==> config.mk <==
export PLATFORM = sky130hd
export DESIGN_NAME = query_text_tokenizer
export DESIGN_NICKNAME = d
export VERILOG_FILES = /design/src/rtl/core/qtt_pkg.sv /design/src/rtl/core/qtt_front.sv /design/src/rtl/core/qtt_fifo.sv /design/src/rtl/core/qtt_back.sv /design/src/rtl/core/query_text_tokenizer.sv
export SDC_FILE = /design/constraint.sdc
export NUM_CORES = 1
export LEC_CHECK = 0
export BUFFER_PORTS_ARGS = -buffer_cell sky130_fd_sc_hd__buf_4
export CAP_MARGIN = 20
export CORE_AREA = 2 2 167 169
export CTS_CLUSTER_DIAMETER = 200
export DETAILED_ROUTE_END_ITERATION = 7
export DIE_AREA = 0 0 169 171
export PLACE_DENSITY = 0.56
export SETUP_SLACK_MARGIN = 0.3
export SYNTH_ARGS = -nofsm -noshare
export SYNTH_HDL_FRONTEND = slang
export SYNTH_SLANG_ARGS = --single-unit
==> constraint.sdc <==
create_clock -name clk_i -period 19 [get_ports clk_i]
set_input_delay 0.95 -clock clk_i [delete_from_list [all_inputs] [get_ports clk_i]]
set_output_delay 0.95 -clock clk_i [all_outputs]
set_load 0.03 [all_outputs]
==> src/rtl/core/qtt_pkg.sv <==
`timescale 1ns / 1ps

package qtt_pkg;

  typedef enum logic [2:0] {
    MODE_IDLE  = 3'd0,
    MODE_STR   = 3'd1,
    MODE_ESC   = 3'd2,
    MODE_NUM   = 3'd3,
    MODE_IDENT = 3'd4,
    MODE_MINUS = 3'd5,
    MODE_SKIP  = 3'd6
  } mode_e;

  typedef enum logic [2:0] {
    EV_OPEN  = 3'd0,
    EV_CHAR  = 3'd1,
    EV_CLOSE = 3'd2,
    EV_EOL   = 3'd3,
    EV_ERR   = 3'd4
  } event_e;

  typedef enum logic [2:0] {
    KIND_STR   = 3'd0,
    KIND_NUM   = 3'd1,
    KIND_IDENT = 3'd2,
    KIND_SYM   = 3'd3,
    KIND_END   = 3'd4
  } kind_e;

  localparam logic ERR_UNTERMINATED = 1'b0;
  localparam logic ERR_UNEXPECTED   = 1'b1;

  localparam logic [7:0] CHAR_QUOTE     = 8'h22;
  localparam logic [7:0] CHAR_BACKSLASH = 8'h5C;
  localparam logic [7:0] CHAR_MINUS     = 8'h2D;
  localparam logic [7:0] CHAR_UNDERSCORE = 8'h5F;
  localparam logic [7:0] CHAR_LPAREN    = 8'h28;
  localparam logic [7:0] CHAR_RPAREN    = 8'h29;
  localparam logic [7:0] CHAR_COMMA     = 8'h2C;
  localparam logic [7:0] CHAR_EQUAL     = 8'h3D;
  localparam logic [7:0] CHAR_STAR      = 8'h2A;
  localparam logic [7:0] CHAR_SEMI      = 8'h3B;

  localparam int unsigned MaxEvents = 5;
  localparam int unsigned CntW = 3;

  // Fields from the lowest bit up: event, kind, character, error code.
  typedef struct packed {
    logic       err;
    logic [7:0] ch;
    kind_e      kind;
    event_e     evt;
  } ev_t;

  typedef struct packed {
    logic [CntW-1:0]            cnt;
    ev_t [MaxEvents-1:0]        evs;
  } bundle_t;

  function automatic logic is_digit(input logic [7:0] c);
    return c inside {[8'h30:8'h39]};
  endfunction

  function automatic logic is_alpha(input logic [7:0] c);
    return c inside {[8'h41:8'h5A], [8'h61:8'h7A]};
  endfunction

  function automatic logic is_space(input logic [7:0] c);
    return c inside {8'h20, [8'h09:8'h0D]};
  endfunction

  function automatic logic is_word_start(input logic [7:0] c);
    return is_alpha(c) || (c == CHAR_UNDERSCORE);
  endfunction

  function automatic logic is_word_char(input logic [7:0] c);
    return is_alpha(c) || is_digit(c) || (c == CHAR_UNDERSCORE);
  endfunction

  function automatic logic is_symbol(input logic [7:0] c);
    return c inside {CHAR_LPAREN, CHAR_RPAREN, CHAR_COMMA, CHAR_EQUAL, CHAR_STAR, CHAR_SEMI};
  endfunction

  function automatic ev_t mk_ev(input event_e evt, input kind_e kind,
                                input logic [7:0] ch, input logic err);
    ev_t e;
    e.evt  = evt;
    e.kind = kind;
    e.ch   = ch;
    e.err  = err;
    return e;
  endfunction

endpackage

==> src/rtl/core/qtt_front.sv <==
`timescale 1ns / 1ps

module qtt_front (
  input  logic               clk_i,
  input  logic               rst_ni,
  input  logic               in_valid_i,
  input  logic [7:0]         char_code_i,
  input  logic               char_valid_i,
  input  logic               end_of_line_i,
  output logic               in_ready_o,
  output logic               push_valid_o,
  output qtt_pkg::bundle_t   push_data_o,
  input  logic               push_ready_i
);

  qtt_pkg::mode_e   lex_mode_q, lex_mode_d;
  qtt_pkg::bundle_t bundle;
  logic             accept;

  assign in_ready_o = push_ready_i;
  assign accept     = in_valid_i & push_ready_i;

  always_comb begin
    logic [qtt_pkg::CntW-1:0] n;
    logic                     run_idle;
    logic [7:0]               c;
    n          = '0;
    run_idle   = 1'b0;
    c          = char_code_i;
    bundle     = '0;
    lex_mode_d = lex_mode_q;

    if (char_valid_i) begin
      case (lex_mode_q)
        qtt_pkg::MODE_STR: begin
          if (c == qtt_pkg::CHAR_BACKSLASH) begin
            lex_mode_d = qtt_pkg::MODE_ESC;
          end else if (c == qtt_pkg::CHAR_QUOTE) begin
            bundle.evs[n] = qtt_pkg::mk_ev(qtt_pkg::EV_CLOSE, qtt_pkg::KIND_STR, 8'h00, 1'b0);
            n = n + 3'd1;
            lex_mode_d = qtt_pkg::MODE_IDLE;
          end else begin
            bundle.evs[n] = qtt_pkg::mk_ev(qtt_pkg::EV_CHAR, qtt_pkg::KIND_STR, c, 1'b0);
            n = n + 3'd1;
          end
        end
        qtt_pkg::MODE_ESC: begin
          if (!((c == qtt_pkg::CHAR_QUOTE) || (c == qtt_pkg::CHAR_BACKSLASH))) begin
            bundle.evs[n] = qtt_pkg::mk_ev(qtt_pkg::EV_CHAR, qtt_pkg::KIND_STR,
                                           qtt_pkg::CHAR_BACKSLASH, 1'b0);
            n = n + 3'd1;
          end
          bundle.evs[n] = qtt_pkg::mk_ev(qtt_pkg::EV_CHAR, qtt_pkg::KIND_STR, c, 1'b0);
          n = n + 3'd1;
          lex_mode_d = qtt_pkg::MODE_STR;
        end
        qtt_pkg::MODE_NUM: begin
          if (qtt_pkg::is_digit(c)) begin
            bundle.evs[n] = qtt_pkg::mk_ev(qtt_pkg::EV_CHAR, qtt_pkg::KIND_NUM, c, 1'b0);
            n = n + 3'd1;
          end else begin
            bundle.evs[n] = qtt_pkg::mk_ev(qtt_pkg::EV_CLOSE, qtt_pkg::KIND_NUM, 8'h00, 1'b0);
            n = n + 3'd1;
            run_idle = 1'b1;
          end
        end
        qtt_pkg::MODE_IDENT: begin
          if (qtt_pkg::is_word_char(c)) begin
            bundle.evs[n] = qtt_pkg::mk_ev(qtt_pkg::EV_CHAR, qtt_pkg::KIND_IDENT, c, 1'b0);
            n = n + 3'd1;
          end else begin
            bundle.evs[n] = qtt_pkg::mk_ev(qtt_pkg::EV_CLOSE, qtt_pkg::KIND_IDENT, 8'h00,
                                           1'b0);
            n = n + 3'd1;
            run_idle = 1'b1;
          end
        end
        qtt_pkg::MODE_MINUS: begin
          if (qtt_pkg::is_digit(c)) begin
            bundle.evs[n] = qtt_pkg::mk_ev(qtt_pkg::EV_OPEN, qtt_pkg::KIND_NUM, 8'h00, 1'b0);
            n = n + 3'd1;
            bundle.evs[n] = qtt_pkg::mk_ev(qtt_pkg::EV_CHAR, qtt_pkg::KIND_NUM,
                                           qtt_pkg::CHAR_MINUS, 1'b0);
            n = n + 3'd1;
            bundle.evs[n] = qtt_pkg::mk_ev(qtt_pkg::EV_CHAR, qtt_pkg::KIND_NUM, c, 1'b0);
            n = n + 3'd1;
            lex_mode_d = qtt_pkg::MODE_NUM;
          end else begin
            bundle.evs[n] = qtt_pkg::mk_ev(qtt_pkg::EV_ERR, qtt_pkg::KIND_STR, 8'h00,
                                           qtt_pkg::ERR_UNEXPECTED);
            n = n + 3'd1;
            lex_mode_d = qtt_pkg::MODE_SKIP;
          end
        end
        qtt_pkg::MODE_SKIP: begin
          lex_mode_d = qtt_pkg::MODE_SKIP;
        end
        default: begin
          run_idle = 1'b1;
        end
      endcase

      if (run_idle) begin
        if (qtt_pkg::is_space(c)) begin
          lex_mode_d = qtt_pkg::MODE_IDLE;
        end else if (c == qtt_pkg::CHAR_QUOTE) begin
          bundle.evs[n] = qtt_pkg::mk_ev(qtt_pkg::EV_OPEN, qtt_pkg::KIND_STR, 8'h00, 1'b0);
          n = n + 3'd1;
          lex_mode_d = qtt_pkg::MODE_STR;
        end else if (qtt_pkg::is_digit(c)) begin
          bundle.evs[n] = qtt_pkg::mk_ev(qtt_pkg::EV_OPEN, qtt_pkg::KIND_NUM, 8'h00, 1'b0);
          n = n + 3'd1;
          bundle.evs[n] = qtt_pkg::mk_ev(qtt_pkg::EV_CHAR, qtt_pkg::KIND_NUM, c, 1'b0);
          n = n + 3'd1;
          lex_mode_d = qtt_pkg::MODE_NUM;
        end else if (c == qtt_pkg::CHAR_MINUS) begin
          lex_mode_d = qtt_pkg::MODE_MINUS;
        end else if (qtt_pkg::is_word_start(c)) begin
          bundle.evs[n] = qtt_pkg::mk_ev(qtt_pkg::EV_OPEN, qtt_pkg::KIND_IDENT, 8'h00, 1'b0);
          n = n + 3'd1;
          bundle.evs[n] = qtt_pkg::mk_ev(qtt_pkg::EV_CHAR, qtt_pkg::KIND_IDENT, c, 1'b0);
          n = n + 3'd1;
          lex_mode_d = qtt_pkg::MODE_IDENT;
        end else if (qtt_pkg::is_symbol(c)) begin
          bundle.evs[n] = qtt_pkg::mk_ev(qtt_pkg::EV_OPEN, qtt_pkg::KIND_SYM, 8'h00, 1'b0);
          n = n + 3'd1;
          bundle.evs[n] = qtt_pkg::mk_ev(qtt_pkg::EV_CHAR, qtt_pkg::KIND_SYM, c, 1'b0);
          n = n + 3'd1;
          bundle.evs[n] = qtt_pkg::mk_ev(qtt_pkg::EV_CLOSE, qtt_pkg::KIND_SYM, 8'h00, 1'b0);
          n = n + 3'd1;
          lex_mode_d = qtt_pkg::MODE_IDLE;
        end else begin
          bundle.evs[n] = qtt_pkg::mk_ev(qtt_pkg::EV_ERR, qtt_pkg::KIND_STR, 8'h00,
                                         qtt_pkg::ERR_UNEXPECTED);
          n = n + 3'd1;
          lex_mode_d = qtt_pkg::MODE_SKIP;
        end
      end
    end

    if (end_of_line_i) begin
      case (lex_mode_d)
        qtt_pkg::MODE_STR, qtt_pkg::MODE_ESC: begin
          bundle.evs[n] = qtt_pkg::mk_ev(qtt_pkg::EV_ERR, qtt_pkg::KIND_STR, 8'h00,
                                         qtt_pkg::ERR_UNTERMINATED);
          n = n + 3'd1;
        end
        qtt_pkg::MODE_NUM: begin
          bundle.evs[n] = qtt_pkg::mk_ev(qtt_pkg::EV_CLOSE, qtt_pkg::KIND_NUM, 8'h00, 1'b0);
          n = n + 3'd1;
        end
        qtt_pkg::MODE_IDENT: begin
          bundle.evs[n] = qtt_pkg::mk_ev(qtt_pkg::EV_CLOSE, qtt_pkg::KIND_IDENT, 8'h00, 1'b0);
          n = n + 3'd1;
        end
        qtt_pkg::MODE_MINUS: begin
          bundle.evs[n] = qtt_pkg::mk_ev(qtt_pkg::EV_ERR, qtt_pkg::KIND_STR, 8'h00,
                                         qtt_pkg::ERR_UNEXPECTED);
          n = n + 3'd1;
        end
        default: begin
        end
      endcase
      bundle.evs[n] = qtt_pkg::mk_ev(qtt_pkg::EV_EOL, qtt_pkg::KIND_END, 8'h00, 1'b0);
      n = n + 3'd1;
      lex_mode_d = qtt_pkg::MODE_IDLE;
    end

    bundle.cnt = n;
  end

  assign push_valid_o = accept & (bundle.cnt != '0);
  assign push_data_o  = bundle;

  always_ff @(posedge clk_i or negedge rst_ni) begin
    if (!rst_ni) begin
      lex_mode_q <= qtt_pkg::MODE_IDLE;
    end else if (accept) begin
      lex_mode_q <= lex_mode_d;
    end
  end

endmodule

==> src/rtl/core/qtt_fifo.sv <==
`timescale 1ns / 1ps

module qtt_fifo #(
  parameter int unsigned Width = 78,
  parameter int unsigned Depth = 2
) (
  input  logic             clk_i,
  input  logic             rst_ni,
  input  logic             push_i,
  input  logic [Width-1:0] push_data_i,
  output logic             full_o,
  input  logic             pop_i,
  output logic [Width-1:0] head_data_o,
  output logic             head_valid_o
);

  // Depth must be at least two.
  localparam int unsigned PtrW = $clog2(Depth);
  localparam int unsigned CntW = $clog2(Depth + 1);

  logic [Width-1:0] mem_q [Depth];
  logic [PtrW-1:0]  wr_ptr_q, wr_ptr_d, rd_ptr_q, rd_ptr_d;
  logic [CntW-1:0]  count_q, count_d;
  logic             push_en, pop_en;

  assign full_o       = (count_q == CntW'(Depth));
  assign head_valid_o = (count_q != '0);
  assign head_data_o  = mem_q[rd_ptr_q];
  assign push_en      = push_i & ~full_o;
  assign pop_en       = pop_i & head_valid_o;

  always_comb begin
    wr_ptr_d = wr_ptr_q;
    rd_ptr_d = rd_ptr_q;
    count_d  = count_q;
    if (push_en) begin
      wr_ptr_d = (wr_ptr_q == PtrW'(Depth - 1)) ? '0 : wr_ptr_q + PtrW'(1);
    end
    if (pop_en) begin
      rd_ptr_d = (rd_ptr_q == PtrW'(Depth - 1)) ? '0 : rd_ptr_q + PtrW'(1);
    end
    if (push_en && !pop_en) begin
      count_d = count_q + CntW'(1);
    end else if (pop_en && !push_en) begin
      count_d = count_q - CntW'(1);
    end
  end

  always_ff @(posedge clk_i or negedge rst_ni) begin
    if (!rst_ni) begin
      wr_ptr_q <= '0;
      rd_ptr_q <= '0;
      count_q  <= '0;
    end else begin
      wr_ptr_q <= wr_ptr_d;
      rd_ptr_q <= rd_ptr_d;
      count_q  <= count_d;
    end
  end

  always_ff @(posedge clk_i) begin
    if (push_en) begin
      mem_q[wr_ptr_q] <= push_data_i;
    end
  end

endmodule

==> src/rtl/core/qtt_back.sv <==
`timescale 1ns / 1ps

module qtt_back (
  input  logic             clk_i,
  input  logic             rst_ni,
  input  qtt_pkg::bundle_t head_data_i,
  input  logic             head_valid_i,
  output logic             pop_o,
  output logic             out_valid_o,
  output qtt_pkg::ev_t     out_ev_o,
  output logic             out_last_o,
  input  logic             out_ready_i
);

  logic [qtt_pkg::CntW-1:0] idx_q, idx_d;
  logic                     xfer;

  assign out_valid_o = head_valid_i;
  assign out_ev_o    = head_data_i.evs[idx_q];
  assign out_last_o  = (idx_q == head_data_i.cnt - qtt_pkg::CntW'(1));
  assign xfer        = head_valid_i & out_ready_i;
  assign pop_o       = xfer & out_last_o;

  always_comb begin
    idx_d = idx_q;
    if (xfer) begin
      idx_d = out_last_o ? '0 : idx_q + qtt_pkg::CntW'(1);
    end
  end

  always_ff @(posedge clk_i or negedge rst_ni) begin
    if (!rst_ni) begin
      idx_q <= '0;
    end else begin
      idx_q <= idx_d;
    end
  end

endmodule

==> src/rtl/core/query_text_tokenizer.sv <==
`timescale 1ns / 1ps

// Streaming tokenizer for query text: one byte per input transfer, with tlast marking the
// end of a line, and one token event per output transfer, with tlast on the final event
// caused by an input. The front end lexes a byte in the cycle it is accepted and stores its
// events (one to five) as one entry of a queue of FifoDepth entries, or nothing if there
// are none; the back end sends one event per cycle while m_axis_tready is high. An input
// that causes n events occupies the output for n transfers, and input is accepted whenever
// the queue has a free entry, so the sustained rate is set by the event count per byte.
module query_text_tokenizer #(
  parameter int unsigned FifoDepth = 2
) (
  input  logic        clk_i,
  input  logic        rst_ni,
  input  logic        s_axis_tvalid,
  output logic        s_axis_tready,
  input  logic [15:0] s_axis_tdata,  // char_code [7:0], char_valid [8], zero fill above.
  input  logic        s_axis_tlast,  // end_of_line
  output logic        m_axis_tvalid,
  input  logic        m_axis_tready,
  output logic [15:0] m_axis_tdata,  // event_res [2:0], kind [5:3], char_out [13:6],
                                     // error_code [14], zero fill above.
  output logic        m_axis_tlast   // last
);

  localparam int unsigned BundleW = $bits(qtt_pkg::bundle_t);

  qtt_pkg::bundle_t push_data, head_data;
  logic             push_valid, fifo_full, head_valid, pop;
  logic [BundleW-1:0] head_bits;
  qtt_pkg::ev_t     out_ev;

  qtt_front u_front (
    .clk_i         (clk_i),
    .rst_ni        (rst_ni),
    .in_valid_i    (s_axis_tvalid),
    .char_code_i   (s_axis_tdata[7:0]),
    .char_valid_i  (s_axis_tdata[8]),
    .end_of_line_i (s_axis_tlast),
    .in_ready_o    (s_axis_tready),
    .push_valid_o  (push_valid),
    .push_data_o   (push_data),
    .push_ready_i  (~fifo_full)
  );

  qtt_fifo #(
    .Width (BundleW),
    .Depth (FifoDepth)
  ) u_fifo (
    .clk_i        (clk_i),
    .rst_ni       (rst_ni),
    .push_i       (push_valid),
    .push_data_i  (push_data),
    .full_o       (fifo_full),
    .pop_i        (pop),
    .head_data_o  (head_bits),
    .head_valid_o (head_valid)
  );

  assign head_data = qtt_pkg::bundle_t'(head_bits);

  qtt_back u_back (
    .clk_i        (clk_i),
    .rst_ni       (rst_ni),
    .head_data_i  (head_data),
    .head_valid_i (head_valid),
    .pop_o        (pop),
    .out_valid_o  (m_axis_tvalid),
    .out_ev_o     (out_ev),
    .out_last_o   (m_axis_tlast),
    .out_ready_i  (m_axis_tready)
  );

  assign m_axis_tdata = {1'b0, out_ev};

  // A line end is always the final event of its input.
  assert property (@(posedge clk_i) disable iff (!rst_ni)
    m_axis_tvalid && (out_ev.evt == qtt_pkg::EV_EOL) |-> m_axis_tlast)
    else $error("line end event not marked last");

  // Every accepted end of line produces a queue entry.
  assert property (@(posedge clk_i) disable iff (!rst_ni)
    s_axis_tvalid && s_axis_tready && s_axis_tlast |-> push_valid)
    else $error("end of line produced no events");

  // An empty item produces nothing.
  assert property (@(posedge clk_i) disable iff (!rst_ni)
    s_axis_tvalid && s_axis_tready && !s_axis_tdata[8] && !s_axis_tlast |-> !push_valid)
    else $error("empty item produced events");

  // Error events carry kind zero and no character.
  assert property (@(posedge clk_i) disable iff (!rst_ni)
    m_axis_tvalid && (out_ev.evt == qtt_pkg::EV_ERR) |->
      (out_ev.kind == qtt_pkg::KIND_STR) && (out_ev.ch == 8'h00))
    else $error("malformed error event");

endmodule
# Yosys cells after proc, flatten, opt, wreduce, memory -nomap -nowiden
# Memories as Yosys holds them, arrays and structs flattened.
# Index checks and enable logic that the tools add are counted.
# word_totals
output_inout_bits,19
n_memories,1
reg_bits,10
mem_bits_rw,156
# op_classes
n_bitwise,39
n_reduce_logical,28
n_eq_ne,24
muxes,86
order_cmp,21
add_sub_neg,12
# mem_list
name,depth,word_bits,rd,rd_clocked_by_memory_dff,write_ports,line,rtl
u_fifo.mem_q,2,78,1,0,1,qtt_fifo.sv:21,logic [Width-1:0] mem_q [Depth];
# op_table
cell,count
$mux W75,10
$and A65 B65 Y65,5
$not A65 Y65,5
$bwmux W75,4
$pmux W75 S4,1
$demux W15 S3,6
$and A70 B70 Y70,3
$not A70 Y70,3
$mux W15,12
$and A60 B60 Y60,2
$not A60 Y60,2
$mux W30,3
$mux W3,27
$and A75 B75 Y75,1
$not A75 Y75,1
$pmux W15 S5,1
$eq A8 B6 Y1 const B,9
$pmux W30 S2,1
$or A10 B10 Y10,5
$bmux W15 S3,1
$mux W14,3
$or A15 B15 Y15,2
$mux W29,1
$lt A3 B4 Y1 const B,7
other kinds (35),95

# Logic depth before layout (Yosys ltp)
# Gate-level depths: netlist (run 1).
# depth
ltp_word,31
mapped_depth,28
depth_no_buf,24

# Cells and area by module
# From an unflattened synthesis (run 1), not the netlist that was laid out.
# hier_totals
hier_cells,937
hier_area_um2,10420.0
# by_module_without_submodules
module,cells_per_inst,seq_area_each_um2,instances,area_per_inst_um2
qtt_fifo,262,4784.6,1,5861.9
qtt_front,580,75.1,1,3644.7
qtt_back,92,75.1,1,898.4
query_text_tokenizer,3,0.0,1,15.0

# Least setup slack after synthesis (run 1)
# OpenSTA, ideal clock, no wires.
# synth_path
path_type,input port to flip-flop
startpoint,in s_axis_tdata[0]
endpoint,mem u_fifo.mem_q[0][0] (enable)
arrival_ps,8878
required_ps,18476
path_buffers,2
setup_ps,524
cell_stages,22
path_slack_ps,9597
path_cell_list,buf_6 or4b_4 or3_4 nand3_1 nand2_1 ha_1 clkbuf_1 o221ai_1 a31o_2 o311a_1 a211o_2 inv_2 ha_1 nand3_1 and2_1 inv_1 ha_1 nor3_1 o21ai_0 a41o_1 a41oi_2 nor2b_1
# synth_between
elab_chain_len,29
elab_cells_between_ends,81
# synth_lines
element,line,rtl
from (decl),query_text_tokenizer.sv:17,"input logic [15:0] s_axis_tdata,"
$eq A8 B6 Y1 or $eq A8 B7 Y1 (tied branches),--,
$logic_or A1 B1 Y1,qtt_front.sv:48,if (!((c == qtt_pkg::CHAR_QUOTE) || (c == qtt_pkg::CHAR_BACKSLASH))) begin
$mux W1,qtt_front.sv:48,
$mux W3,qtt_front.sv:34,case (lex_mode_q)
$mux W3,qtt_front.sv:33,if (char_valid_i) begin
$add A3 B1 Y3,qtt_front.sv:54,n = n + 3'd1;
$pmux W3 S4,qtt_front.sv:34,
$mux W3,qtt_front.sv:33,
[... 14 more ...],--,
$add A3 B1 Y3,qtt_front.sv:165,n = n + 3'd1;
$mux W3 *,qtt_front.sv:141,if (end_of_line_i) begin
$reduce_bool A3 Y1 *,qtt_front.sv:172,assign push_valid_o = accept & (bundle.cnt != '0);
$and A1 B1 Y1 *,qtt_front.sv:172,
$and A1 B1 Y1 *,qtt_fifo.sv:29,assign push_en = push_i & ~full_o;
via u_fifo.push_en,qtt_fifo.sv:24,"logic push_en, pop_en;"
$mux W1 *,qtt_fifo.sv:62,if (push_en) begin
$mux W1 (implied by the code) *,qtt_fifo.sv:63,mem_q[wr_ptr_q] <= push_data_i;
to (decl),qtt_fifo.sv:21,
# The timed path passes the listed nets; every way through them passes the cells marked *. The select of a mux whose other input is x is not followed.

# Worst setup path after layout (run 1)
# layout_path
startpoint,in s_axis_tdata[5]
endpoint,mem u_fifo.mem_q[0][27] (enable)
# Same word-level chain as after synthesis.

==> results of run 1 <==
## critical path, cell delays in order
cell,delay (ns)
sky130_fd_sc_hd__buf_4,0.20
sky130_fd_sc_hd__or3b_2,0.61
sky130_fd_sc_hd__or3_4,0.47
sky130_fd_sc_hd__nand3_1,0.30
sky130_fd_sc_hd__nand2_1,0.20
sky130_fd_sc_hd__ha_1,0.52
sky130_fd_sc_hd__o221ai_1,0.18
sky130_fd_sc_hd__a31o_2,0.23
sky130_fd_sc_hd__o311a_1,0.13
sky130_fd_sc_hd__a211o_2,0.41
sky130_fd_sc_hd__inv_2,0.13
sky130_fd_sc_hd__ha_1,0.30
sky130_fd_sc_hd__nand3_1,0.21
sky130_fd_sc_hd__and2_1,0.17
sky130_fd_sc_hd__inv_1,0.04
sky130_fd_sc_hd__ha_1,0.26
sky130_fd_sc_hd__nor2b_1,0.18
sky130_fd_sc_hd__nand2_1,0.07
sky130_fd_sc_hd__a21oi_1,0.17
sky130_fd_sc_hd__o21ai_0,0.14
sky130_fd_sc_hd__a41oi_2,0.31
sky130_fd_sc_hd__nor2b_4,0.61
sky130_fd_sc_hd__buf_4,0.73
## metal layers
metal	GRT usage	wire, microns	up-vias
met4	0.05909	611	0
li1	-	-	3161
met5	0	0	-
met3	0.03585	1685	43
met1	0.2676	11700	3380
met2	0.2660	11310	271
## layout make-up
| cell class | count | area (sq um) |
|---|---|---|
| clock buffers | 18 | 429.2 |
| flip-flops and latches | 166 | 4936 |
| fillers | 2660 | 16850 |
| multi-input cells | 587 | 4193 |
| clock inverters | 14 | 120.1 |
| repair buffers | 39 | 292.8 |
| well taps | 346 | 432.9 |
| inverters | 19 | 71.32 |
## state kept, by name, indices dropped and copies added, names as in the netlist
signal              count
u_fifo.mem_q          156
u_back.idx_q            3
u_front.lex_mode_q      3
u_fifo.count_q          2
u_fifo.rd_ptr_q         1
u_fifo.wr_ptr_q         1
## cell usage after synthesis (11+ instances only)
library cell and count:
sky130_fd_sc_hd__a21oi_1 56, sky130_fd_sc_hd__a221oi_1 18, sky130_fd_sc_hd__and3_1 11, sky130_fd_sc_hd__clkbuf_1 32, sky130_fd_sc_hd__edfxtp_1 156, sky130_fd_sc_hd__ha_1 13
sky130_fd_sc_hd__inv_1 15, sky130_fd_sc_hd__mux2_2 17, sky130_fd_sc_hd__mux4_2 30, sky130_fd_sc_hd__nand2_1 85, sky130_fd_sc_hd__nand2b_1 11, sky130_fd_sc_hd__nand3_1 23
sky130_fd_sc_hd__nor2_1 77, sky130_fd_sc_hd__nor3_1 18, sky130_fd_sc_hd__o21ai_0 48
## cells by family after synthesis
logic type / count (synthesis) / synth area share
compound gates: 208 / 0.1560
xor+xnor: 14 / 0.01309
fa+ha+maj: 13 / 0.01736
buf+inv: 69 / 0.03044
flops: 166 / 0.5266
mux: 52 / 0.09921
other cells: 1 / 0.0004002
simple gates: 291 / 0.1569
## path summary, 6_finish.rpt
path                                       startpoint             endpoint  slack [ns]  cells after the start
worst min-delay path                           rst_ni    u_fifo.count_q[1]        0.33                      1
worst max-delay path                  s_axis_tdata[5]  u_fifo.mem_q[0][27]       11.43                     23
worst max register to register  u_front.lex_mode_q[1]  u_fifo.mem_q[0][27]       11.55                     22
max in group asynchronous                      rst_ni      u_fifo.rd_ptr_q       18.51                      1
min in group clk_i                  u_fifo.count_q[1]    u_fifo.count_q[1]        0.49                      1
worst min register to register      u_fifo.count_q[1]    u_fifo.count_q[1]        0.49                      1
## where the power goes
part           internal (mW)  switching (mW)  leakage (nW)
Combinational          0.388           0.689          1.78
Sequential             0.607          0.0514          1.60
Clock                  0.171           0.154         0.267
## metrics by stage
stage	utilization	setup slack (ns)	instance area, sq um	hold WS [ns]
3_5_place_dp	0.3633	11.03	9926	0.4791
3_3_place_gp	0.3633	11.09	9926	0.4739
6_report	0.3834	11.43	10480	0.3255
5_1_grt	0.3834	10.93	10480	0.3232
4_1_cts	0.3834	11.47	10480	0.3166
2_1_floorplan	-	9.597	9400	0.4555
==> flow_summary.rst, run 1 <==
.. list-table::
   :header-rows: 1

   * - Metric
     - Value
   * - Run status
     - completed
   * - Width of the chip
     - approximately 170 microns
   * - Sink Count
     - 166
   * - Final routed DRC violation total
     - 0
   * - Overflow left after global routing
     - 0
   * - Number of distinct library cells after synthesis
     - slightly above 90
   * - Final non-filler cell total
     - between 1000 and 1500
   * - Via density
     - between 5 and 6
   * - Fraction of layout cells with a size suffix above 1
     - 0.1957
   * - CTS hold repair buffers
     - 0
   * - Largest fanout of any net on the critical path
     - 59
   * - Kind of capture point of the worst setup path
     - flop
   * - Netlist area before placement
     - about 9400 sq um
   * - Gate count of the mapped netlist
     - ~800
   * - IR Drop Worst-Case VDD
     - around 0.12 mV
   * - Vertical die dimension
     - around 170 microns
   * - Share of Yosys cell area claimed by the top area cell type
     - 0.4999
   * - Number of global-route vias before repair
     - between 6000 and 7000
   * - Async set-reset flop share out of synthesis
     - 0.06024
   * - Max transition margin
     - 0.3409
   * - Site Rows
     - roughly 60
   * - Cell Count Post-Placement
     - about 1200
   * - Sequential cell area fraction in the yosys report
     - 0.5266
   * - Leakage component of the power
     - 3.642 nW
   * - F_max
     - 0.1320 GHz
   * - Main flop type after synthesis
     - sky130_fd_sc_hd__edfxtp_1
   * - I/O pin cnt
     - 40
   * - Nets
     - about 860
   * - Warnings from Yosys
     - 0
   * - Setup Viol. Count Final
     - 0
   * - Ant diodes
     - 0
   * - Final GP Congestion
     - ~0.93
   * - Cell types occupying the most area after synthesis
     - sky130_fd_sc_hd__edfxtp_1 (50%), sky130_fd_sc_hd__mux4_2 (7.2%), sky130_fd_sc_hd__nand2_1 (3.4%)
   * - Tcrit/Tclk final
     - 0.3987
   * - Half-perimeter wire length of the detailed placement result
     - roughly 17 mm
   * - Total routed wirelength
     - between 20 and 30 mm
   * - Routed len/inst
     - between 20 and 25 microns
   * - Die Outline Area
     - between 20000 and 30000 sq um
   * - Worst hold path class
     - in -> async
   * - Quantity of I/O buffers inserted on ports
     - 31
   * - Setup tns final
     - 0 ns
   * - Clock slew seen by the registers of the worst setup and hold paths
     - approximately 0.080 ns
   * - Power density relative to cell area
     - between 150 and 200 nW/um^2
   * - Area delta synth->final
     - 11.79%
   * - Final Hold Vio Count
     - 0
   * - Worst Path Required
     - 19.06 ns
   * - Clock latency on the worst-skew pair
     - 0.43 ns
   * - Clock tree buffer depth
     - 2
   * - Post-route total power
     - slightly above 2 mW
   * - Wire length of the first global-routing pass
     - just under 40 mm
   * - Syn_area_per_cell
     - roughly 12 sq um
   * - Highest-count cells in the layout ignoring fill and taps
     - sky130_fd_sc_hd__edfxtp_1 (156), sky130_fd_sc_hd__nand2_1 (85), sky130_fd_sc_hd__nor2_1 (76), sky130_fd_sc_hd__a21oi_1 (56), sky130_fd_sc_hd__o21ai_0 (48)
   * - Final antenna-violating net count
     - 0
   * - Number of max-capacitance violations reported
     - 0
   * - Total number of H-tree levels
     - 4
   * - Iteration count of the initial detailed-routing pass
     - 5
   * - Type of the setup path with the least slack
     - in -> reg
   * - TritonCTS clock tree
     - built
   * - Global Route Usage Sum
     - 0.1810
   * - Critical path arrival
     - about 7.6 ns
   * - Inserted Clock Buffers
     - 17
   * - Effective utilization at floorplan
     - 0.3429
   * - Synth Register Bits
     - ~170
   * - Initial antenna violation count
     - 0
   * - Synth area leader
     - sky130_fd_sc_hd__edfxtp_1
   * - Core region area
     - between 20000 and 30000 sq um
   * - Post-cts repair resize count
     - 0
   * - Slew at the pin closest to its max-slew limit
     - between 0.9 and 1 ns
   * - RSZ-0062 raised after global routing
     - no
   * - Fin Clk Skew
     - 0.01517 ns
   * - Via count
     - 6855
   * - Buffer cell driving the clock tree root
     - sky130_fd_sc_hd__clkbuf_16
   * - Leading cell type in the layout, fill and taps excluded
     - sky130_fd_sc_hd__edfxtp_1
   * - Number of pins with negative max-slew slack in the final report
     - 0
   * - Startpoint type of the worst setup path
     - input port
   * - Largest net degree at the start of global routing
     - 71
   * - Number of enable-type register cells in the synthesized netlist
     - around 160
   * - DRC violation total after the first TritonRoute iteration
     - approximately 630
   * - Number of post-CTS setup repair buffers
     - 0
   * - Final period demand of the worst path
     - ~7.6 ns
No activity file was read; power rests on OpenSTA's default activity.
==> run 2: changes to the inputs <==
--- a/config.mk
+++ b/config.mk
@@ -5,13 +5,14 @@
 export SDC_FILE = /design/constraint.sdc
 export NUM_CORES = 1
 export LEC_CHECK = 0
+export ABC_AREA = 1
 export BUFFER_PORTS_ARGS = -buffer_cell sky130_fd_sc_hd__buf_4
 export CAP_MARGIN = 20
-export CORE_AREA = 2 2 167 169
+export CORE_AREA = 2 2 172 174
 export CTS_CLUSTER_DIAMETER = 200
 export DETAILED_ROUTE_END_ITERATION = 7
-export DIE_AREA = 0 0 169 171
-export PLACE_DENSITY = 0.56
+export DIE_AREA = 0 0 174 176
+export PLACE_DENSITY = 0.58
 export SETUP_SLACK_MARGIN = 0.3
 export SYNTH_ARGS = -nofsm -noshare
 export SYNTH_HDL_FRONTEND = slang
==> constraint.sdc (replaced) <==
create_clock -name clk_i -period 6.9 [get_ports clk_i]
set_input_delay 0.345 -clock clk_i [delete_from_list [all_inputs] [get_ports clk_i]]
set_output_delay 0.345 -clock clk_i [all_outputs]
set_load 0.03 [all_outputs]
==> flow_summary.rst, run 2 <==
.. list-table::
   :header-rows: 1

   * - Metric
     - Value
   * - Run status
     - completed
   * - RSZ-0062 raised after global routing
     - no
   * - Util after Layout
     - 0.3909
   * - Critical path arrival
     - 5.44 ns
   * - Fraction of layout cells with a size suffix above 1
     - 0.1727
   * - Async set-reset flop share out of synthesis
     - 0.06024
   * - Hold depth
     - 4
   * - Worst-case reg-to-reg path depth
     - 27
   * - TritonCTS clock tree
     - built
   * - Share of Yosys cell area claimed by the top area cell type
     - 0.4690
   * - Overflow left after global routing
     - 0
   * - Via density
     - around 5.4
   * - Final routed DRC violation total
     - 0
   * - F_max
     - 0.1887 GHz
   * - Max transition margin
     - 0.2495
   * - Vertical die dimension
     - 176 microns
   * - Number of enable-type register cells in the synthesized netlist
     - ~160
   * - Width of the chip
     - between 150 and 200 microns
   * - Tcrit/Tclk final
     - 0.7680
   * - Syn_area_per_cell
     - 8.855 sq um
   * - Final GP Congestion
     - 0.9375
   * - Global Route Usage Sum
     - 0.1951
   * - Total routed wirelength
     - roughly 30 mm
   * - Clock tree buffer depth
     - 2
   * - IR Drop Worst-Case VDD
     - 0.2155 mV
   * - Setup tns final
     - 0 ns
   * - Register containing the most flip-flops in the final layout
     - u_fifo.mem_q
   * - Final hold slack
     - 0.2823 ns
   * - Number of distinct library cells after synthesis
     - 57
   * - Launch point of the worst reg-to-reg path
     - u_front.lex_mode_q[0]
   * - Dominant cell by count in the synthesized netlist
     - sky130_fd_sc_hd__nand2_1
   * - Clock slew seen by the registers of the worst setup and hold paths
     - about 0.070 ns
   * - Quantity of I/O buffers inserted on ports
     - 31
   * - Power density relative to cell area
     - about 530 nW/um^2
   * - Number of pins with negative max-slew slack in the final report
     - 0
   * - Final antenna-violating net count
     - 0
   * - Largest regs
     - u_fifo.mem_q (156), u_back.idx_q (3), u_front.lex_mode_q (3)
   * - Largest fanout of any net on the critical path
     - 60
   * - Startpoint type of the worst setup path
     - flop
   * - Buffer cell driving the clock tree root
     - sky130_fd_sc_hd__clkbuf_16
   * - Ant diodes
     - 0
   * - Routed len/inst
     - roughly 19 microns
   * - Register-to-register setup slack
     - 1.60 ns
   * - I/O pin cnt
     - 40
   * - Cell area reported after detailed placement
     - ~11000 sq um
   * - Wire length of the first global-routing pass
     - 46.01 mm
   * - Fin Clk Skew
     - approximately 0.012 ns
   * - Half-perimeter wire length of the detailed placement result
     - 20.47 mm
   * - Inserted Clock Buffers
     - 17
   * - Largest net degree at the start of global routing
     - between 70 and 80
   * - Post-cts repair resize count
     - 0
   * - Leakage component of the power
     - roughly 4.3 nW
   * - Effective utilization at floorplan
     - 0.3499
   * - Worst hold path class
     - in -> reg
   * - Main flop type after synthesis
     - sky130_fd_sc_hd__edfxtp_1
   * - Final period demand of the worst path
     - ~5.3 ns
   * - Sink Count
     - 166
   * - Clock latency on the worst-skew pair
     - ~0.43 ns
   * - Final Hold Vio Count
     - 0
   * - Worst-case hold path end point
     - u_back.idx_q[0]
   * - Total number of H-tree levels
     - 4
   * - Number of global-route vias before repair
     - slightly below 8000
   * - Setup Viol. Count Final
     - 0
   * - Largest register FFs
     - 156
   * - Kind of capture point of the worst setup path
     - flop
   * - Site Rows
     - 62
   * - Sequential cell area fraction in the yosys report
     - 0.4940
   * - Via count
     - around 8300
   * - Netlist area before placement
     - 9988 sq um
   * - Post-route total power
     - between 5 and 6 mW
   * - Final design instance area without fill
     - around 11000 sq um
   * - R2r endpoint
     - u_fifo.mem_q[0][39]
   * - Worst Path Required
     - 7.04 ns
   * - Gate count of the mapped netlist
     - around 1100
   * - Slew at the pin closest to its max-slew limit
     - 1.123 ns
   * - Leading cell type in the layout, fill and taps excluded
     - sky130_fd_sc_hd__nand2_1
   * - Cell types occupying the most area after synthesis
     - sky130_fd_sc_hd__edfxtp_1 (47%), sky130_fd_sc_hd__nand2_1 (7.7%), sky130_fd_sc_hd__o21ai_0 (5.9%)
   * - Top cells by instance count after synthesis
     - sky130_fd_sc_hd__nand2_1 (205), sky130_fd_sc_hd__edfxtp_1 (156), sky130_fd_sc_hd__nor2_1 (135)
   * - Launch point of the worst hold path
     - m_axis_tready
   * - Number of max-capacitance violations reported
     - 0
   * - Highest-count cells in the layout ignoring fill and taps
     - sky130_fd_sc_hd__nand2_1 (205), sky130_fd_sc_hd__edfxtp_1 (156), sky130_fd_sc_hd__nor2_1 (134), sky130_fd_sc_hd__o21ai_0 (118), sky130_fd_sc_hd__inv_1 (68)
   * - Type of the setup path with the least slack
     - reg -> reg
   * - Number of post-CTS setup repair buffers
     - 0
   * - Warnings from Yosys
     - 0
   * - Iteration count of the initial detailed-routing pass
     - 5
   * - Synth area leader
     - sky130_fd_sc_hd__edfxtp_1
   * - Synth Register Bits
     - roughly 170
   * - Area delta synth->final
     - 11.71%
   * - Core region area
     - around 29000 sq um
   * - Nets
     - 1173
   * - DRC violation total after the first TritonRoute iteration
     - about 900
   * - Initial antenna violation count
     - 0
   * - Die Outline Area
     - a little over 30000 sq um
## run 2: layout make-up
type,instances,area (sq um)
Inverter,100,379.1
Timing Repair Buffer,41,335.3
Sequential cell,166,4936
Clock inverter,15,161.4
Multi-Input combinational cell,813,4441
Tap cell,384,480.5
Fill cell,2898,17390
Clock buffer,17,425.4
## run 2: kinds of logic (layout without fill, tap and decap cells)
group,count (synthesis),in the layout,share of synthesized area
and+or+nand+nor,518,518,0.2515
AOI/OAI and AO/OA,258,258,0.1586
DFF,166,166,0.4940
buffers and inverters,157,173,0.06514
adders and majority gates,13,13,0.01629
xor gates and xnor gates,8,8,0.007015
muxes,7,7,0.007015
other,1,9,0.0003754
## run 2: how the worst max path moves through the flow
stage | start | endpoint | slack (ns) | cells past startpoint
detailed placement | s_axis_tdata[3] | u_fifo.mem_q[0][27] | 1.34 | 27
global placement | s_axis_tdata[3] | u_fifo.mem_q[0][24] | 1.42 | 27
global route | u_front.lex_mode_q[0] | u_fifo.mem_q[0][38] | 1.15 | 27
floorplan | s_axis_tdata[1] | u_fifo.mem_q[1][0] | 1.02 | 28
CTS | u_front.lex_mode_q[0] | u_fifo.mem_q[0][38] | 1.63 | 27
finish | u_front.lex_mode_q[0] | u_fifo.mem_q[0][39] | 1.60 | 27
## run 2: timing repair
item / 4_1_cts / 5_1_grt
setup endpoints to repair: 0 / 0
hold endpoints to repair: 10 / 0
hold buffers: 1 / 0
## run 2: through the flow
step,instances,worst slack [ns]
2_1_floorplan,1136,1.023
3_3_place_gp,1503,1.422
3_5_place_dp,1503,1.342
4_1_cts,1536,1.631
5_1_grt,1536,1.146
6_report,1536,1.601
## run 2: layer usage
layer / GRT usage / wire (microns) / vias up
met2: 0.3036 / 13470 / 278
li1: - / - / 3996
met4: 0.04762 / 308 / 0
met1: 0.2832 / 13940 / 4015
met3: 0.03359 / 1887 / 23
met5: 0 / 0 / -
## run 2: power by group
part	internal, mW	switching (mW)	leakage, nW
Combinational	0.922	2.34	2.47
Sequential	1.62	0.0915	1.59
Clock	0.485	0.452	0.286
Total	3.03	2.88	4.35
## run 2: critical path, cell delays in order, from the launching register on
cell	delay [ns]
sky130_fd_sc_hd__dfrtp_1	0.38
sky130_fd_sc_hd__inv_1	0.13
sky130_fd_sc_hd__nor2_1	0.09
sky130_fd_sc_hd__nand2_1	0.14
sky130_fd_sc_hd__inv_1	0.07
sky130_fd_sc_hd__nand2_1	0.39
sky130_fd_sc_hd__nand2_2	0.23
sky130_fd_sc_hd__ha_1	0.44
sky130_fd_sc_hd__inv_1	0.11
sky130_fd_sc_hd__nand3_1	0.11
sky130_fd_sc_hd__nand3_1	0.09
sky130_fd_sc_hd__nand2_1	0.06
sky130_fd_sc_hd__nand3_1	0.06
sky130_fd_sc_hd__nand2_1	0.06
sky130_fd_sc_hd__nand2_1	0.05
sky130_fd_sc_hd__nand2_1	0.37
sky130_fd_sc_hd__inv_1	0.09
sky130_fd_sc_hd__ha_1	0.34
sky130_fd_sc_hd__nand2_2	0.08
sky130_fd_sc_hd__o21ai_2	0.12
sky130_fd_sc_hd__ha_1	0.33
sky130_fd_sc_hd__nand2_1	0.07
sky130_fd_sc_hd__o21ai_0	0.12
sky130_fd_sc_hd__nor2_1	0.13
sky130_fd_sc_hd__nand3_1	0.10
sky130_fd_sc_hd__nand3_1	0.12
sky130_fd_sc_hd__clkinv_2	0.33
sky130_fd_sc_hd__buf_12	0.34
==> run 3: changes to the inputs <==
--- a/config.mk
+++ b/config.mk
@@ -5,13 +5,13 @@
 export SDC_FILE = /design/constraint.sdc
 export NUM_CORES = 1
 export LEC_CHECK = 0
-export ABC_AREA = 1
+export ABC_AREA = 0
 export BUFFER_PORTS_ARGS = -buffer_cell sky130_fd_sc_hd__buf_4
 export CAP_MARGIN = 20
-export CORE_AREA = 2 2 172 174
+export CORE_AREA = 2 2 167 169
 export CTS_CLUSTER_DIAMETER = 200
 export DETAILED_ROUTE_END_ITERATION = 7
-export DIE_AREA = 0 0 174 176
+export DIE_AREA = 0 0 169 171
 export PLACE_DENSITY = 0.58
 export SETUP_SLACK_MARGIN = 0.3
 export SYNTH_ARGS = -nofsm -noshare
==> constraint.sdc (replaced) <==
create_clock -name clk_i -period 4.45 [get_ports clk_i]
set_input_delay 0.2225 -clock clk_i [delete_from_list [all_inputs] [get_ports clk_i]]
set_output_delay 0.2225 -clock clk_i [all_outputs]
set_load 0.03 [all_outputs]
==> flow_summary.rst, run 3 (synthesized netlist as in run 1, its figures left out) <==
.. list-table::
   :header-rows: 1

   * - Metric
     - Value
   * - TritonCTS clock tree
     - built
   * - Type of the setup path with the least slack
     - reg -> reg
   * - Switching Fraction
     - 0.4000
   * - Sequential group share of total power
     - 0.257
   * - Final design instance area without fill
     - 12710 sq um
   * - Overflow left after global routing
     - 0
   * - Max transition margin
     - 0.4740
   * - Critical path arrival
     - roughly 4.7 ns
   * - RSZ-0062 raised after global routing
     - yes
   * - Largest fanout of any net on the critical path
     - 9
   * - Kind of capture point of the worst setup path
     - flop
   * - Combinational cell fraction of total power
     - 0.604
   * - CP bufs+invs
     - 9
   * - I/O pin cnt
     - 40
   * - Nets
     - 1055
   * - Cell occurring most often along the worst timing path
     - sky130_fd_sc_hd__buf_4
   * - Via count
     - between 7000 and 8000
   * - Leading cell type in the layout, fill and taps excluded
     - sky130_fd_sc_hd__buf_4
   * - Total routed wirelength
     - 28.06 mm
   * - Largest register FFs
     - ~160
   * - Global Route Usage Sum
     - 0.1978
   * - Share of total power in the clock network
     - 0.139
   * - Family of cells with the greatest summed delay on the critical path
     - compound AO/OA/AOI/OAI gates
   * - Tcrit/Tclk final
     - 1.015
   * - Largest net degree at the start of global routing
     - between 40 and 50
   * - Final Hold Vio Count
     - 0
   * - Half-perimeter wire length of the detailed placement result
     - 20.29 mm
   * - Worst Path Required
     - 4.59 ns
   * - Number of global-route vias before repair
     - between 7000 and 8000
   * - Area delta synth->final
     - 35.61%
   * - Total number of H-tree levels
     - 4
   * - Clock latency on the worst-skew pair
     - approximately 0.43 ns
   * - Width of the chip
     - around 170 microns
   * - Worst-case reg-to-reg path depth
     - 22
   * - Leakage component of the power
     - roughly 4.8 nW
   * - F_max
     - approximately 0.22 GHz
   * - Number of pins with negative max-slew slack in the final report
     - 0
   * - Run status
     - finished, violations left
   * - Worst path max stage delay
     - ~0.43 ns
   * - Ant diodes
     - 0
   * - Setup slack of the critical path after layout
     - -0.06647 ns
   * - Highest-count cells in the layout ignoring fill and taps
     - sky130_fd_sc_hd__buf_4 (192), sky130_fd_sc_hd__edfxtp_1 (156), sky130_fd_sc_hd__nand2_1 (83), sky130_fd_sc_hd__nor2_1 (67), sky130_fd_sc_hd__a21oi_1 (52)
   * - Startpoint type of the worst setup path
     - flop
   * - Clock tree buffer depth
     - 2
   * - Slew at the pin closest to its max-slew limit
     - just under 0.8 ns
   * - Final period demand of the worst path
     - around 4.5 ns
   * - Fraction of layout cells with a size suffix above 1
     - 0.3936
   * - Setup Viol. Count Final
     - roughly 110
   * - Sink Count
     - 166
   * - Final antenna-violating net count
     - 0
   * - Cell area reported after detailed placement
     - roughly 11000 sq um
   * - Site Rows
     - 61
   * - Power density relative to cell area
     - 853.6 nW/um^2
   * - Stages on the worst setup path
     - 22
   * - Via density
     - between 5 and 6
   * - Total internal power
     - ~6.5 mW
   * - Final hold slack
     - about 0.12 ns
   * - Effective utilization at floorplan
     - 0.3429
   * - Routed len/inst
     - just over 20 microns
   * - Final GP Congestion
     - around 0.97
   * - Wire length of the first global-routing pass
     - 43.81 mm
   * - Hold depth
     - 4
   * - Fillcell total
     - ~2500
   * - Register-to-register setup slack
     - -0.07 ns
   * - Switching Power
     - around 4.3 mW
   * - Largest regs
     - u_fifo.mem_q (156), u_back.idx_q (3), u_front.lex_mode_q (3)
   * - Quantity of I/O buffers inserted on ports
     - 31
   * - IR Drop Worst-Case VDD
     - ~0.35 mV
   * - Util after Layout
     - 0.4651
   * - Core region area
     - 27320 sq um
   * - Number of max-capacitance violations reported
     - 0
   * - DRC violation total after the first TritonRoute iteration
     - between 700 and 800
   * - Critical path cell sequence
     - buf_4 > buf_4 > o31a_2 > buf_4 > a2111oi_4 > mux2i_1 > buf_4 > ha_4 > nand3_4 > and2_4 > inv_2 > ha_4 > nor2b_2 > nand2_1 > a21oi_1 > o21ai_1 > a41oi_4 > nor2b_4 > buf_12 > buf_12 > buf_12 > clkbuf_16
   * - Iteration count of the initial detailed-routing pass
     - 5
   * - Vertical die dimension
     - 171 microns
   * - Initial antenna violation count
     - 0
   * - Standard cell with the maximum stage delay on the critical path
     - sky130_fd_sc_hd__dfrtp_1
   * - Register containing the most flip-flops in the final layout
     - u_fifo.mem_q
   * - Inserted Clock Buffers
     - 17
   * - Worst hold path class
     - in -> reg
   * - Clock slew seen by the registers of the worst setup and hold paths
     - approximately 0.08 ns
   * - Buffer cell driving the clock tree root
     - sky130_fd_sc_hd__clkbuf_16
   * - Failing checks
     - negative setup slack
   * - Fin Clk Skew
     - about 0.019 ns
   * - Die Outline Area
     - 28900 sq um
   * - Final routed DRC violation total
     - 0
==> run 3: cell count changes in the layout (fill, tap and decap cells not counted), moves of 21 or more <==
cell | before | now
sky130_fd_sc_hd__buf_4 | 38 | 192
sky130_fd_sc_hd__mux4_2 | 0 | 30
sky130_fd_sc_hd__inv_2 | 26 | 5
sky130_fd_sc_hd__nand2_2 | 22 | 0
sky130_fd_sc_hd__nand3_1 | 55 | 20
sky130_fd_sc_hd__o21ai_0 | 118 | 45
sky130_fd_sc_hd__nand2_1 | 205 | 83
sky130_fd_sc_hd__o221ai_1 | 26 | 0
sky130_fd_sc_hd__inv_1 | 68 | 13
sky130_fd_sc_hd__nor2_1 | 134 | 67
==> run 3: timing repair <==
item,4_1_cts,5_1_grt
endpoints found under the hold margin,10,0
buffers inserted,25,5
resized for setup,42,38
cloned,3,4
pin swaps,8,12
hold buffers,1,0
endpoints found under the setup margin,272,293
==> run 3: path summary, 6_finish.rpt <==
path | startpoint | end
min | m_axis_tready | u_back.idx_q[1]
max in group asynchronous | rst_ni | u_fifo.rd_ptr_q
max reg2reg | u_front.lex_mode_q[2] | u_fifo.mem_q[0][68]
min in group asynchronous | rst_ni | u_front.lex_mode_q[2]
max | u_front.lex_mode_q[2] | u_fifo.mem_q[0][68]
min reg2reg | u_fifo.count_q[1] | u_fifo.count_q[1]
==> run 3: cell type report <==
type / instances / area [sq um] / share of cell area
Sequential cell: 166 / 4937 / 0.3885
Multi-Input combinational cell: 587 / 4543 / 0.3575
Timing Repair Buffer: 230 / 2105 / 0.1656
Tap cell: 346 / 432.9 / 0.03407
Clock buffer: 17 / 425.4 / 0.03348
Clock inverter: 15 / 190.2 / 0.01497
Inverter: 19 / 73.82 / 0.005809
==> run 3: power groups by stage <==
stage          sequential [mW]  combinational [mW]  clock (mW)
2_1_floorplan             2.60                3.26           0
3_3_place_gp              2.77                5.55           0
3_5_place_dp              2.81                5.61           0
4_1_cts                   2.78                6.22        1.53
5_1_grt                   2.84                7.05        1.60
6_report                  2.78                6.55        1.51
==> run 3: stage by stage <==
| step | worst slack (ns) | setup TNS [ns] | total power [mW] | std cells |
|---|---|---|---|---|
| after global routing | -0.2411 | -28.92 | 11.49 | 1380 |
| after floorplan | -1.242 | -178.03 | 5.860 | 822 |
| final | -0.06647 | -4.007 | 10.85 | 1380 |
| after detailed placement | -0.4983 | -80.92 | 8.412 | 1310 |
| after global placement | -0.4549 | -67.45 | 8.327 | 1310 |
| after CTS | 0.01764 | 0 | 10.53 | 1371 |
==> run 3: tightest hold or removal path, stage by stage <==
cell and delay, ns:
sky130_fd_sc_hd__buf_4 0.08, sky130_fd_sc_hd__nand2_1 0.06, sky130_fd_sc_hd__nand2_1 0.07, sky130_fd_sc_hd__o21ai_0 0.07
==> run 3: layer usage <==
layer | wire (microns) | vias up | track usage | share of wire
met5 | 0 | - | 0 | 0
met2 | 13060 | 272 | 0.3136 | 0.47
met1 | 12960 | 3736 | 0.2834 | 0.46
met4 | 609 | 0 | 0.05946 | 0.022
li1 | - | 3548 | - | -
met3 | 1418 | 36 | 0.02730 | 0.051
